$ cat config.mk
export PLATFORM = sky130hd
export DESIGN_NAME = array_bst_insert_search
export DESIGN_NICKNAME = d
export VERILOG_FILES = /design/src/abst_pkg.sv /design/src/array_bst_insert_search.sv /design/src/abst_ram.sv /design/src/abst_walk.sv
export SDC_FILE = /design/constraint.sdc
export NUM_CORES = 2
export LEC_CHECK = 0
export BUFFER_PORTS_ARGS = -buffer_cell sky130_fd_sc_hd__buf_2
export CAP_MARGIN = 20
export CORE_AREA = 5 5 393 395
export DETAILED_ROUTE_END_ITERATION = 8
export DIE_AREA = 0 0 398 400
export PLACE_DENSITY = 0.85
export SYNTH_ARGS = -nofsm -noshare
export SYNTH_HDL_FRONTEND = slang
export SYNTH_SLANG_ARGS = --single-unit
$ cat constraint.sdc
create_clock -name clk -period 6.75 [get_ports clk]
set_clock_uncertainty 0.15 [all_clocks]
set_input_delay 1.6875 -clock clk [delete_from_list [all_inputs] [get_ports clk]]
set_output_delay 1.6875 -clock clk [all_outputs]
set_load 0.01 [all_outputs]
$ cat src/abst_pkg.sv
package abst_pkg;

    // Result codes carried on the output side.
    typedef logic [2:0] status_t;

    localparam status_t STATUS_INSERTED  = 3'd0;
    localparam status_t STATUS_OVERFLOW  = 3'd1;
    localparam status_t STATUS_FOUND     = 3'd2;
    localparam status_t STATUS_NOT_FOUND = 3'd3;
    localparam status_t STATUS_DUPLICATE = 3'd4;

    localparam int unsigned KEY_W  = 32;
    localparam int unsigned SLOT_W = 6;

    // A store entry holds the used flag above the key.
    localparam int unsigned ENTRY_W = KEY_W + 1;

    // Request kinds on the input side.
    localparam logic MODE_INSERT = 1'b0;
    localparam logic MODE_SEARCH = 1'b1;

    typedef enum logic [1:0] {
        WALK_CLEAR,
        WALK_IDLE,
        WALK_STEP
    } walk_state_t;

    // Finished result handed from the walker to the output register.
    typedef struct packed {
        logic              valid;
        status_t           status;
        logic [SLOT_W-1:0] slot;
    } result_t;

endpackage

$ cat src/array_bst_insert_search.sv
// Each accepted word walks the tree one level per step, at most 6 levels with 63 slots;
// one walk at a time, with an idle state between walks. An output stall holds the
// finished walk until the output register can take its word.
// The walk is bounded by the single registered read port of the key store.
// Reset is asynchronous and active low; afterwards a clearing pass marks every slot unused,
// and no word is accepted until it ends.
module array_bst_insert_search #(
    parameter int unsigned NODES = 63
) (
    input  logic        clk,
    input  logic        rst_n,
    input  logic        s_tvalid,
    output logic        s_tready,
    input  logic [31:0] s_tdata,   // [31:0] key
    input  logic [0:0]  s_tuser,   // [0] mode
    output logic        m_tvalid,
    input  logic        m_tready,
    output logic [7:0]  m_tdata,   // [5:0] slot, [7:6] zero
    output logic [2:0]  m_tuser    // [2:0] status
);

    import abst_pkg::*;

    localparam int unsigned IW = $clog2(NODES);

    logic                 ram_we;
    logic [IW-1:0]        ram_waddr;
    logic [ENTRY_W-1:0]   ram_wdata;
    logic [IW-1:0]        ram_raddr;
    logic [ENTRY_W-1:0]   ram_rdata;
    result_t              res;
    logic                 out_free;

    logic              m_tvalid_reg;
    status_t           status_reg;
    logic [SLOT_W-1:0] slot_reg;

    assign out_free = !m_tvalid_reg || m_tready;

    // Key store: used flag and key per slot.
    abst_ram #(
        .WIDTH (ENTRY_W),
        .DEPTH (NODES)
    ) u_store (
        .clk   (clk),
        .we    (ram_we),
        .waddr (ram_waddr),
        .wdata (ram_wdata),
        .raddr (ram_raddr),
        .rdata (ram_rdata)
    );

    abst_walk #(
        .NODES (NODES)
    ) u_walk (
        .clk       (clk),
        .rst_n     (rst_n),
        .in_valid  (s_tvalid),
        .in_ready  (s_tready),
        .in_mode   (s_tuser[0]),
        .in_key    ($signed(s_tdata)),
        .out_free  (out_free),
        .res       (res),
        .ram_we    (ram_we),
        .ram_waddr (ram_waddr),
        .ram_wdata (ram_wdata),
        .ram_raddr (ram_raddr),
        .ram_rdata (ram_rdata)
    );

    // Output register: the finished word waits here while the next walk starts.
    always_ff @(posedge clk or negedge rst_n)
    begin
        if (!rst_n)
        begin
            m_tvalid_reg <= 1'b0;
        end
        else if (res.valid)
        begin
            m_tvalid_reg <= 1'b1;
        end
        else if (m_tready)
        begin
            m_tvalid_reg <= 1'b0;
        end
    end

    always_ff @(posedge clk)
    begin
        if (res.valid)
        begin
            status_reg <= res.status;
            slot_reg   <= res.slot;
        end
    end

    assign m_tvalid = m_tvalid_reg;
    assign m_tuser  = status_reg;
    assign m_tdata  = {2'b00, slot_reg};

endmodule

$ cat src/abst_ram.sv
module abst_ram #(
    parameter int unsigned WIDTH = 33,
    parameter int unsigned DEPTH = 63
) (
    input  logic                     clk,
    input  logic                     we,
    input  logic [$clog2(DEPTH)-1:0] waddr,
    input  logic [WIDTH-1:0]         wdata,
    input  logic [$clog2(DEPTH)-1:0] raddr,
    output logic [WIDTH-1:0]         rdata
);

    logic [WIDTH-1:0] mem [DEPTH];
    logic [WIDTH-1:0] rdata_reg;

    // One write port and one registered read port.
    always_ff @(posedge clk)
    begin
        if (we)
        begin
            mem[waddr] <= wdata;
        end
        rdata_reg <= mem[raddr];
    end

    assign rdata = rdata_reg;

endmodule

$ cat src/abst_walk.sv
module abst_walk #(
    parameter int unsigned NODES = 63
) (
    input  logic                               clk,
    input  logic                               rst_n,
    input  logic                               in_valid,
    output logic                               in_ready,
    input  logic                               in_mode,
    input  logic signed [abst_pkg::KEY_W-1:0]  in_key,
    input  logic                               out_free,
    output abst_pkg::result_t                  res,
    output logic                               ram_we,
    output logic [$clog2(NODES)-1:0]           ram_waddr,
    output logic [abst_pkg::ENTRY_W-1:0]       ram_wdata,
    output logic [$clog2(NODES)-1:0]           ram_raddr,
    input  logic [abst_pkg::ENTRY_W-1:0]       ram_rdata
);

    import abst_pkg::*;

    localparam int unsigned IW = $clog2(NODES);

    localparam logic [IW+1:0] NODES_W = (IW+2)'(NODES);
    localparam logic [IW-1:0] LAST_IDX = IW'(NODES - 1);

    walk_state_t state_reg, state_next;
    logic [IW-1:0] idx_reg, idx_next;
    logic          mode_reg;
    logic signed [KEY_W-1:0] key_reg;

    logic                    rd_used;
    logic signed [KEY_W-1:0] rd_key;
    logic [IW+1:0]           child_idx;
    logic [IW+SLOT_W:0]      idx_wide;
    logic                    accept;

    assign rd_used  = ram_rdata[ENTRY_W-1];
    assign rd_key   = $signed(ram_rdata[KEY_W-1:0]);
    assign accept   = in_valid && in_ready;
    assign idx_wide = (IW+SLOT_W+1)'(idx_reg);

    // Left child for a smaller key, right child for a larger one. The extra top bit keeps
    // the right child of the last slot from wrapping when the store size is a power of two.
    assign child_idx = {1'b0, idx_reg, 1'b0}
                     + ((key_reg < rd_key) ? (IW+2)'(1) : (IW+2)'(2));

    // State and index registers.
    always_ff @(posedge clk or negedge rst_n)
    begin
        if (!rst_n)
        begin
            state_reg <= WALK_CLEAR;
            idx_reg   <= '0;
        end
        else
        begin
            state_reg <= state_next;
            idx_reg   <= idx_next;
        end
    end

    // The request is held for the length of its walk.
    always_ff @(posedge clk)
    begin
        if (accept)
        begin
            mode_reg <= in_mode;
            key_reg  <= in_key;
        end
    end

    // Walk sequencer: one tree level per cycle, each level's store read issued in the state before it.
    always_comb
    begin
        logic    done;
        status_t status;
        logic [SLOT_W-1:0] slot;

        state_next = state_reg;
        idx_next   = idx_reg;
        in_ready   = 1'b0;
        ram_we     = 1'b0;
        ram_waddr  = idx_reg;
        ram_wdata  = {1'b1, key_reg};
        ram_raddr  = idx_reg;
        res        = '0;
        done       = 1'b0;
        status     = STATUS_NOT_FOUND;
        slot       = '0;

        unique case (state_reg)
            WALK_CLEAR:
            begin
                // Clearing pass: mark every slot unused.
                ram_we    = 1'b1;
                ram_wdata = '0;
                if (idx_reg == LAST_IDX)
                begin
                    idx_next   = '0;
                    state_next = WALK_IDLE;
                end
                else
                begin
                    idx_next = idx_reg + IW'(1);
                end
            end

            WALK_IDLE:
            begin
                in_ready  = 1'b1;
                ram_raddr = '0;
                if (in_valid)
                begin
                    idx_next   = '0;
                    state_next = WALK_STEP;
                end
            end

            WALK_STEP:
            begin
                if (!rd_used)
                begin
                    done = 1'b1;
                    if (mode_reg == MODE_SEARCH)
                    begin
                        status = STATUS_NOT_FOUND;
                    end
                    else
                    begin
                        status = STATUS_INSERTED;
                        slot   = idx_wide[SLOT_W-1:0];
                    end
                end
                else if (rd_key == key_reg)
                begin
                    done   = 1'b1;
                    status = (mode_reg == MODE_SEARCH) ? STATUS_FOUND : STATUS_DUPLICATE;
                    slot   = idx_wide[SLOT_W-1:0];
                end
                else if (child_idx >= NODES_W)
                begin
                    done   = 1'b1;
                    status = (mode_reg == MODE_SEARCH) ? STATUS_NOT_FOUND : STATUS_OVERFLOW;
                end

                if (done)
                begin
                    // Hold on the same entry until the output register can take the word.
                    if (out_free)
                    begin
                        res.valid  = 1'b1;
                        res.status = status;
                        res.slot   = slot;
                        ram_we     = (mode_reg == MODE_INSERT) && !rd_used;
                        state_next = WALK_IDLE;
                    end
                end
                else
                begin
                    idx_next  = child_idx[IW-1:0];
                    ram_raddr = child_idx[IW-1:0];
                end
            end

            default:
            begin
                state_next = WALK_CLEAR;
                idx_next   = '0;
            end
        endcase
    end

endmodule
# Yosys cells after proc, flatten, opt, wreduce, memory -nomap -nowiden

Memory sizes are Yosys's and may differ from the RTL's. A register that Yosys moved wholly into a read port is not among the register bits.
Cells that the tools add are included.

Register bits: 51
Memory bits (writable): 2079
Memories kept: 1
Word-level logic and storage cells: 66
Output and inout port bits: 13

Memory list:

| name        | depth | width | read ports | clocked after Yosys merged registers in | wr ports | RTL line       | source |
|---|---|---|---|---|---|---|---|
| u_store.mem | 63    | 33    | 1          | 1                                       | 1        | abst_ram.sv:13 | `logic [WIDTH-1:0] mem [DEPTH];` |

Mux-type cells: 36
Equality and inequality tests: 8
Add/sub/neg operators: 2
Order comparisons: 2
Bitwise gates (word level): 1
Reductions and logical operators: 9

Operators with widths:

| kind                | number |
|---|---|
| $mux 6              | 6 |
| $mux 33             | 1 |
| $eq 32x32->1        | 1 |
| $lt 32x32->1        | 1 |
| $mux 10             | 3 |
| $pmux 6 s3          | 1 |
| $mux 2              | 7 |
| $mux 3              | 4 |
| $pmux 6 s2          | 1 |
| $mux 1              | 11 |
| $add 7x8->8         | 1 |
| $ge 8x6->1 const B  | 1 |
| $add 6x1->6 const B | 1 |
| $eq 6x6->1 const B  | 1 |
| $pmux 2 s3          | 1 |
| $ne 2x1->1 const B  | 2 |
| $ne 2x2->1 const B  | 2 |
| $reduce_and 4->1    | 1 |
| $reduce_and 3->1    | 1 |
| $eq 2x1->1 const B  | 1 |
| $eq 2x2->1 const B  | 1 |
| $logic_and 1x1->1   | 2 |
| $logic_not 1->1     | 2 |
| $logic_not 2->1     | 1 |
| other kinds (4)     | 4 |

# Depth between registers and ports, before layout

Depth after elaboration: 12
Gate-level depth with buffers: 27
Depth with buffers taken out: 21

# By module

From an unflattened synthesis, not the netlist that was laid out.

Cell total of the unflattened synthesis: 3982
Area total of the unflattened synthesis: 84084.4 µm²

Modules (own cells, without submodules):

| module                  | area an instance (µm²) | seq. area each (µm²) | times used | cells each |
|---|---|---|---|---|
| abst_ram                | 80738.7                | 63090.5              | 1          | 3666 |
| abst_walk               | 3009.1                 | 1191.1               | 1          | 301 |
| array_bst_insert_search | 336.6                  | 295.3                | 1          | 15 |

# Least setup slack after synthesis

OpenSTA, ideal clock, no wires.

Kind: register -> register
Start: register u_walk.key_reg[13]
End: memory u_store.mem[32][0] (enable)
Arrival time: 6.627 ns
Buffers on the path: 0
Path slack: -0.491 ns
Period minus slack after synthesis: 7.241 ns
Cell stages (with the launch flop): 21
Setup time: 0.464 ns
Cell sequence: edfxtp_1 -> ha_1 -> a211oi_1 -> nor2_1 -> or3_1 -> or4_1 -> and2_1 -> mux2i_1 -> inv_1 -> ha_1 -> ha_1 -> xor2_1 -> nand4_1 -> o211ai_2 -> o21ai_2 -> nand2b_1 -> inv_1 -> a21oi_1 -> nor2_1 -> nand2_1 -> nor3_1

Longest elaborated chain between the ends: 12
Elaborated cells between the ends (all ways): 13
Classes of those cells: add/sub (1); order compare (2); eq/ne (1); mux (9)

Ends and longest elaborated chain:

| item                             | RTL line         | source |
|---|---|---|
| start, declared                  | abst_walk.sv:29  | `logic signed [KEY_W-1:0] key_reg;` |
| start signal, assigned           | abst_walk.sv:68  | `key_reg <= in_key;` |
| $lt 32x32->1                     | abst_walk.sv:45  | `+ ((key_reg < rd_key) ? (IW+2)'(1) : (IW+2)'(2));` |
| $mux 2                           | abst_walk.sv:45  |  |
| $add 7x8->8                      | abst_walk.sv:45  |  |
| $ge 8x6->1                       | abst_walk.sv:140 | `else if (child_idx >= NODES_W)` |
| $mux 1                           | abst_walk.sv:140 |  |
| $mux 1 (*)                       | abst_walk.sv:134 | `else if (rd_key == key_reg)` |
| $mux 1 (*)                       | abst_walk.sv:121 | `if (!rd_used)` |
| $mux 1 (*)                       | abst_walk.sv:91  | `unique case (state_reg)` |
| $mux 1 (*)                       | abst_walk.sv:146 | `if (done)` |
| $pmux 1 s2 (*)                   | abst_walk.sv:91  |  |
| $mux 1 (*)                       | abst_ram.sv:19   | `if (we)` |
| $mux 1 (implied by the code) (*) | abst_ram.sv:21   | `mem[waddr] <= wdata;` |
| end, declared                    | abst_ram.sv:13   |  |

Every way passes the cells marked *; elsewhere a longest branch is shown, timed or not. The select of a mux whose other input is x is not followed.

# Worst setup path after layout

Start: register u_store.rdata_reg[18], in the netlist u_store.rdata[18] (read register of u_store.mem)
End: register u_store.rdata_reg[27], in the netlist u_store.rdata[27] (read register of u_store.mem)

Longest elaborated chain between the ends: 10
Elaborated cells between the ends (all ways): 11
Classes of those cells: add/sub (1); order compare (2); eq/ne (1); mux (7)

Ends and longest elaborated chain:

| item            | RTL line         | source |
|---|---|---|
| start, declared | abst_ram.sv:14   | `logic [WIDTH-1:0] rdata_reg;` |
| $lt 32x32->1    | abst_walk.sv:45  |  |
| $mux 2          | abst_walk.sv:45  |  |
| $add 7x8->8     | abst_walk.sv:45  |  |
| $ge 8x6->1      | abst_walk.sv:140 |  |
| $mux 1          | abst_walk.sv:140 |  |
| $mux 1          | abst_walk.sv:134 |  |
| $mux 1          | abst_walk.sv:121 |  |
| $mux 1          | abst_walk.sv:91  |  |
| $mux 6 (*)      | abst_walk.sv:146 |  |
| $pmux 6 s2 (*)  | abst_walk.sv:91  |  |

Marks and branches as above.
A chain may end at the register's enable or synchronous reset.

==> flow_results.org <==
** Power and ir drop
- The analysis attributes to cell leakage a power of 33.2 nW.
- Worst-case vdd ir drop :: 363 uV
- Overall Power :: 43.8 mW
- Areal power density over the cells :: between 400 and 500 nW/um^2

** Critical path
- The worst setup path is launched from a flop.
- The largest single stage delay on the critical path is 0.71 ns.
- Data on the critical path arrives at its endpoint at 7.35 ns.
- Critical path data required time :: slightly above 7 ns
- Startpoint of the worst-slack reg-to-reg timing path :: u_store.rdata[18]$_DFF_P_
- Cell with the largest stage delay on the worst path :: o32ai_2
- The critical path starts at u_store.rdata[18]$_DFF_P_.
- Crit-path cells :: inv_1, ha_1, nand4_1, nor4_1, or2_2, and2_1, mux2i_1, inv_1, ha_1, nand3_1, xnor2_1, o211ai_2, o32ai_2, nor2_4, buf_4, buf_12, nand2_1, nand3_1, nand3_1, and4_1, nand4_1
- The critical path in this run is classified as reg -> reg.
- Counting stages on the worst path, the most repeated cell is nand3_1.
- Broken down by cell family, the worst path's largest delay share belongs to simple AND/OR/NAND/NOR gates.
- For flop-to-flop paths, the worst setup slack is -0.09 ns.
- STA classifies the critical path endpoint as a flop.
- In this run the worst path has a maximum fanout of 115.
- Buffers plus inverters on the worst setup path :: 4

** Logic synthesis
- Synth Cell Area :: about 85000 sq um
- By area the synthesized netlist is led by edfxtp_1 75%, mux2i_1 5.6%, nand2_1 4.1%, nand3_1 3.3%, o22ai_1 1.2%.
- Synthesis handed over a netlist of ~5600 instances.
- The synthesized netlist contains 65 unique library cells.
- Post-synthesis sequential element count :: 2163
- Dividing the synthesized area by the synthesized cell count gives roughly 15 sq um.
- Top_reg_cell synth :: edfxtp_1
- Total number of yosys warnings :: 0
- Synth top area share :: 0.747
- Sequential cell area fraction in the yosys report :: 0.758
- In this run, synthesis inferred 2121 flip-flops with an integrated enable.
- Async set-or-reset flop fraction in the synthesized netlist :: 0.00416
- Largest area contributor in the synthesized netlist :: edfxtp_1

** CTS
- Buffer levels on the longest clock path :: 3
- TritonCTS built the clock tree.
- The H-tree was split into 4 levels.
- Hold_buf cts :: 0
- Clk pin slew, worst setup/hold paths :: 0.07 ns
- The later pin in the worst-skew pair is clocked with a latency of 0.87 ns.
- The cell sitting at the root of the clock tree is a clkbuf_16.
- Clock buffers created by TritonCTS :: 197
- Clk sinks :: 2163

** Place
- Placer congestion estimate :: just under 1
- Final HPWL from detailed placement :: about 130000 microns
- Worst slack after detailed placement :: -0.130 ns
- Port buffering added 47 buffers.
- Cell total after placement :: 7615

** STA
- Worst Tran Pin Value :: 1.11 ns
- Final setup violation count :: 1
- Of the available clock period, the critical path in the final layout requires 1.01.
- Setup repair after global routing missed its margin :: yes
- Slew margin rel. :: 0.261
- For this run, the top clock speed supported by timing is 146 MHz.
- Counting I/O delays and the setup requirement, the final critical path takes 6.84 ns.
- The count of pins over their slew limit was 0.
- Final Hold Vio Count :: 0
- Across all setup checks in the final design, the least slack found is -0.0924 ns.

** Flow run
- Max-cap violations :: 0

** Detailed routing
- Wire length on met3 :: 36700 microns
- Post-Route M1 WL :: 79400 microns
- Routed wire length :: 247000 microns
- The pre-antenna-repair detailed-routing pass consisted of 8 iterations.
- The detailed router placed ~54000 vias in this run.
- Once detail routing completed, the nets flagged for antenna violations numbered 0.
- Using the TritonRoute via totals, the vias-per-cell ratio works out to between 6 and 7.
- In the routed design, unresolved DRC markers number 0.
- After detailed routing, the average wire length per cell comes to 30.9 microns.
- Total length of routed met2 wires :: 113000 microns
- The first routing iteration left ~9000 violations.
- Uppermost routed layer :: met5

** Die
- 50 I/O pins were placed.
- In this run the horizontal extent of the chip is roughly 400 microns.
- Placeable core area :: 151000 sq um
- Die footprint :: 159000 sq um
- For this configuration, the core starts out at a cell density of 0.565.
- Die height :: 400 microns
- Number of rows created at floorplan :: ~140

** Final layout
- Final cell count without fillers :: 7996
- The net count of the finished layout is ~5900.
- Share of post-route cells with drive strength above 1 :: 0.139
- Synthesis-to-layout area growth :: 14.4%
- Flip-flop count of the largest register after layout :: 2079

** Global route
- Via count of the first global-routing pass :: 52900
- The first global-routing pass estimated 353000 microns of wire.
- Global-route usage over all layers :: 0.305
- The number of antenna violations at the first check in global routing was 21.
- Total congestion overflow after global routing :: 0
- Entering global routing, the biggest net connects 118 pins.

** Outcome
- The flow ran to the end, but the final reports show violations.
- The final reports fail on negative setup slack.

** Hold path
- The path class of the tightest hold or removal check is reg -> reg.
- Worst Hold Launch :: u_walk.state_reg[0]$_DFFE_PN0P_
[worst min-delay path, stage by stage (launching register included)]
cell and delay (ns):
dfrtp_1 0.37, a31oi_1 0.05, a31oi_1 0.13
[layer usage]
metal / up-vias / track usage
li1: 21900 / -
met3: 1000 / 0.0894
met4: 18 / 0.197
met2: 4765 / 0.469
met5: - / 0
met1: 26600 / 0.381
[cells in the mapped netlist (all sizes together), types with 7 or more instances]
| library cell | n |
|---|---|
| nor3 | 18 |
| mux2i | 479 |
| and4 | 32 |
| a21oi | 18 |
| edfxtp | 2121 |
| a32oi | 35 |
| o31a | 66 |
| o211ai | 10 |
| buf | 114 |
| o22ai | 163 |
| nand4 | 109 |
| o21ai | 82 |
| mux2 | 128 |
| nand3 | 558 |
| a31oi | 69 |
| nor2 | 86 |
| clkbuf | 232 |
| ha | 40 |
| a21o | 34 |
| nor4 | 37 |
| nor2b | 38 |
| inv | 47 |
| dfrtp | 9 |
| nand2 | 922 |
| dfxtp | 33 |
| a211oi | 71 |
| and2 | 7 |
[layout make-up]
class	instances	area, sq um
flip-flops and latches	2163	64600
fillers	9330	53300
multi-input cells	3063	20100
clock buffers	261	5340
repair buffers	316	3650
well taps	2030	2540
clock inverters	107	1150
inverters	48	180
diodes	8	20.0
[final timing paths]
check	to	cells past startpoint
max in group asynchronous	u_walk.ram_waddr[2]$_DFFE_PN0N_	1
min in group asynchronous	u_walk.state_reg[1]$_DFFE_PN0P_	1
max reg2reg	u_store.rdata[27]$_DFF_P_	21
min reg2reg	u_walk.state_reg[0]$_DFFE_PN0P_	2
max	u_store.rdata[27]$_DFF_P_	21
min	u_walk.state_reg[0]$_DFFE_PN0P_	2
[where the power goes]
group          internal, mW  total, mW  switching [mW]
logic                  4.64       15.4            10.7
clock network          6.32       11.2            4.93
registers              16.8       17.2           0.361
[layout by cell type, fill, tap and decap left out, types with 82 or more instances in the layout]
cell,count
buf_12,100
buf_4,160
clkbuf_16,201
edfxtp_1,2121
mux2_2,82
mux2i_1,479
nand2_1,921
nand3_1,556
nand4_1,109
o22ai_1,163
[per-stage QoR]
step / hold slack, ns / instance area, sq um / util / setup TNS [ns]
2_1_floorplan: 0.390 / 85300 / - / 0
3_3_place_gp: 0.415 / 90700 / 0.601 / -1.07
3_5_place_dp: 0.425 / 90700 / 0.602 / -0.403
4_1_cts: 0.442 / 97300 / 0.645 / 0
5_1_grt: 0.499 / 97500 / 0.647 / -0.776
6_report: 0.443 / 97600 / 0.647 / -0.0924
[kinds of logic after synthesis]
kind of cell	after synthesis	synth area share
AO/OA/AOI/OAI	575	0.0467
XOR/XNOR	5	0.000514
adder cells (fa/ha/maj)	40	0.00587
buffers and inverters	394	0.0186
flip-flops	2163	0.758
multiplexers	607	0.0732
other	1	0.0000440
AND/OR/NAND/NOR	1833	0.0976
[what timing repair did]
action,CTS,global route
pin swaps,0,2
endpoints found under the setup margin,6,83
setup buffers,0,0
gates cloned,0,4
gates resized for setup,6,30
Power figures use the tool's default switching activity.
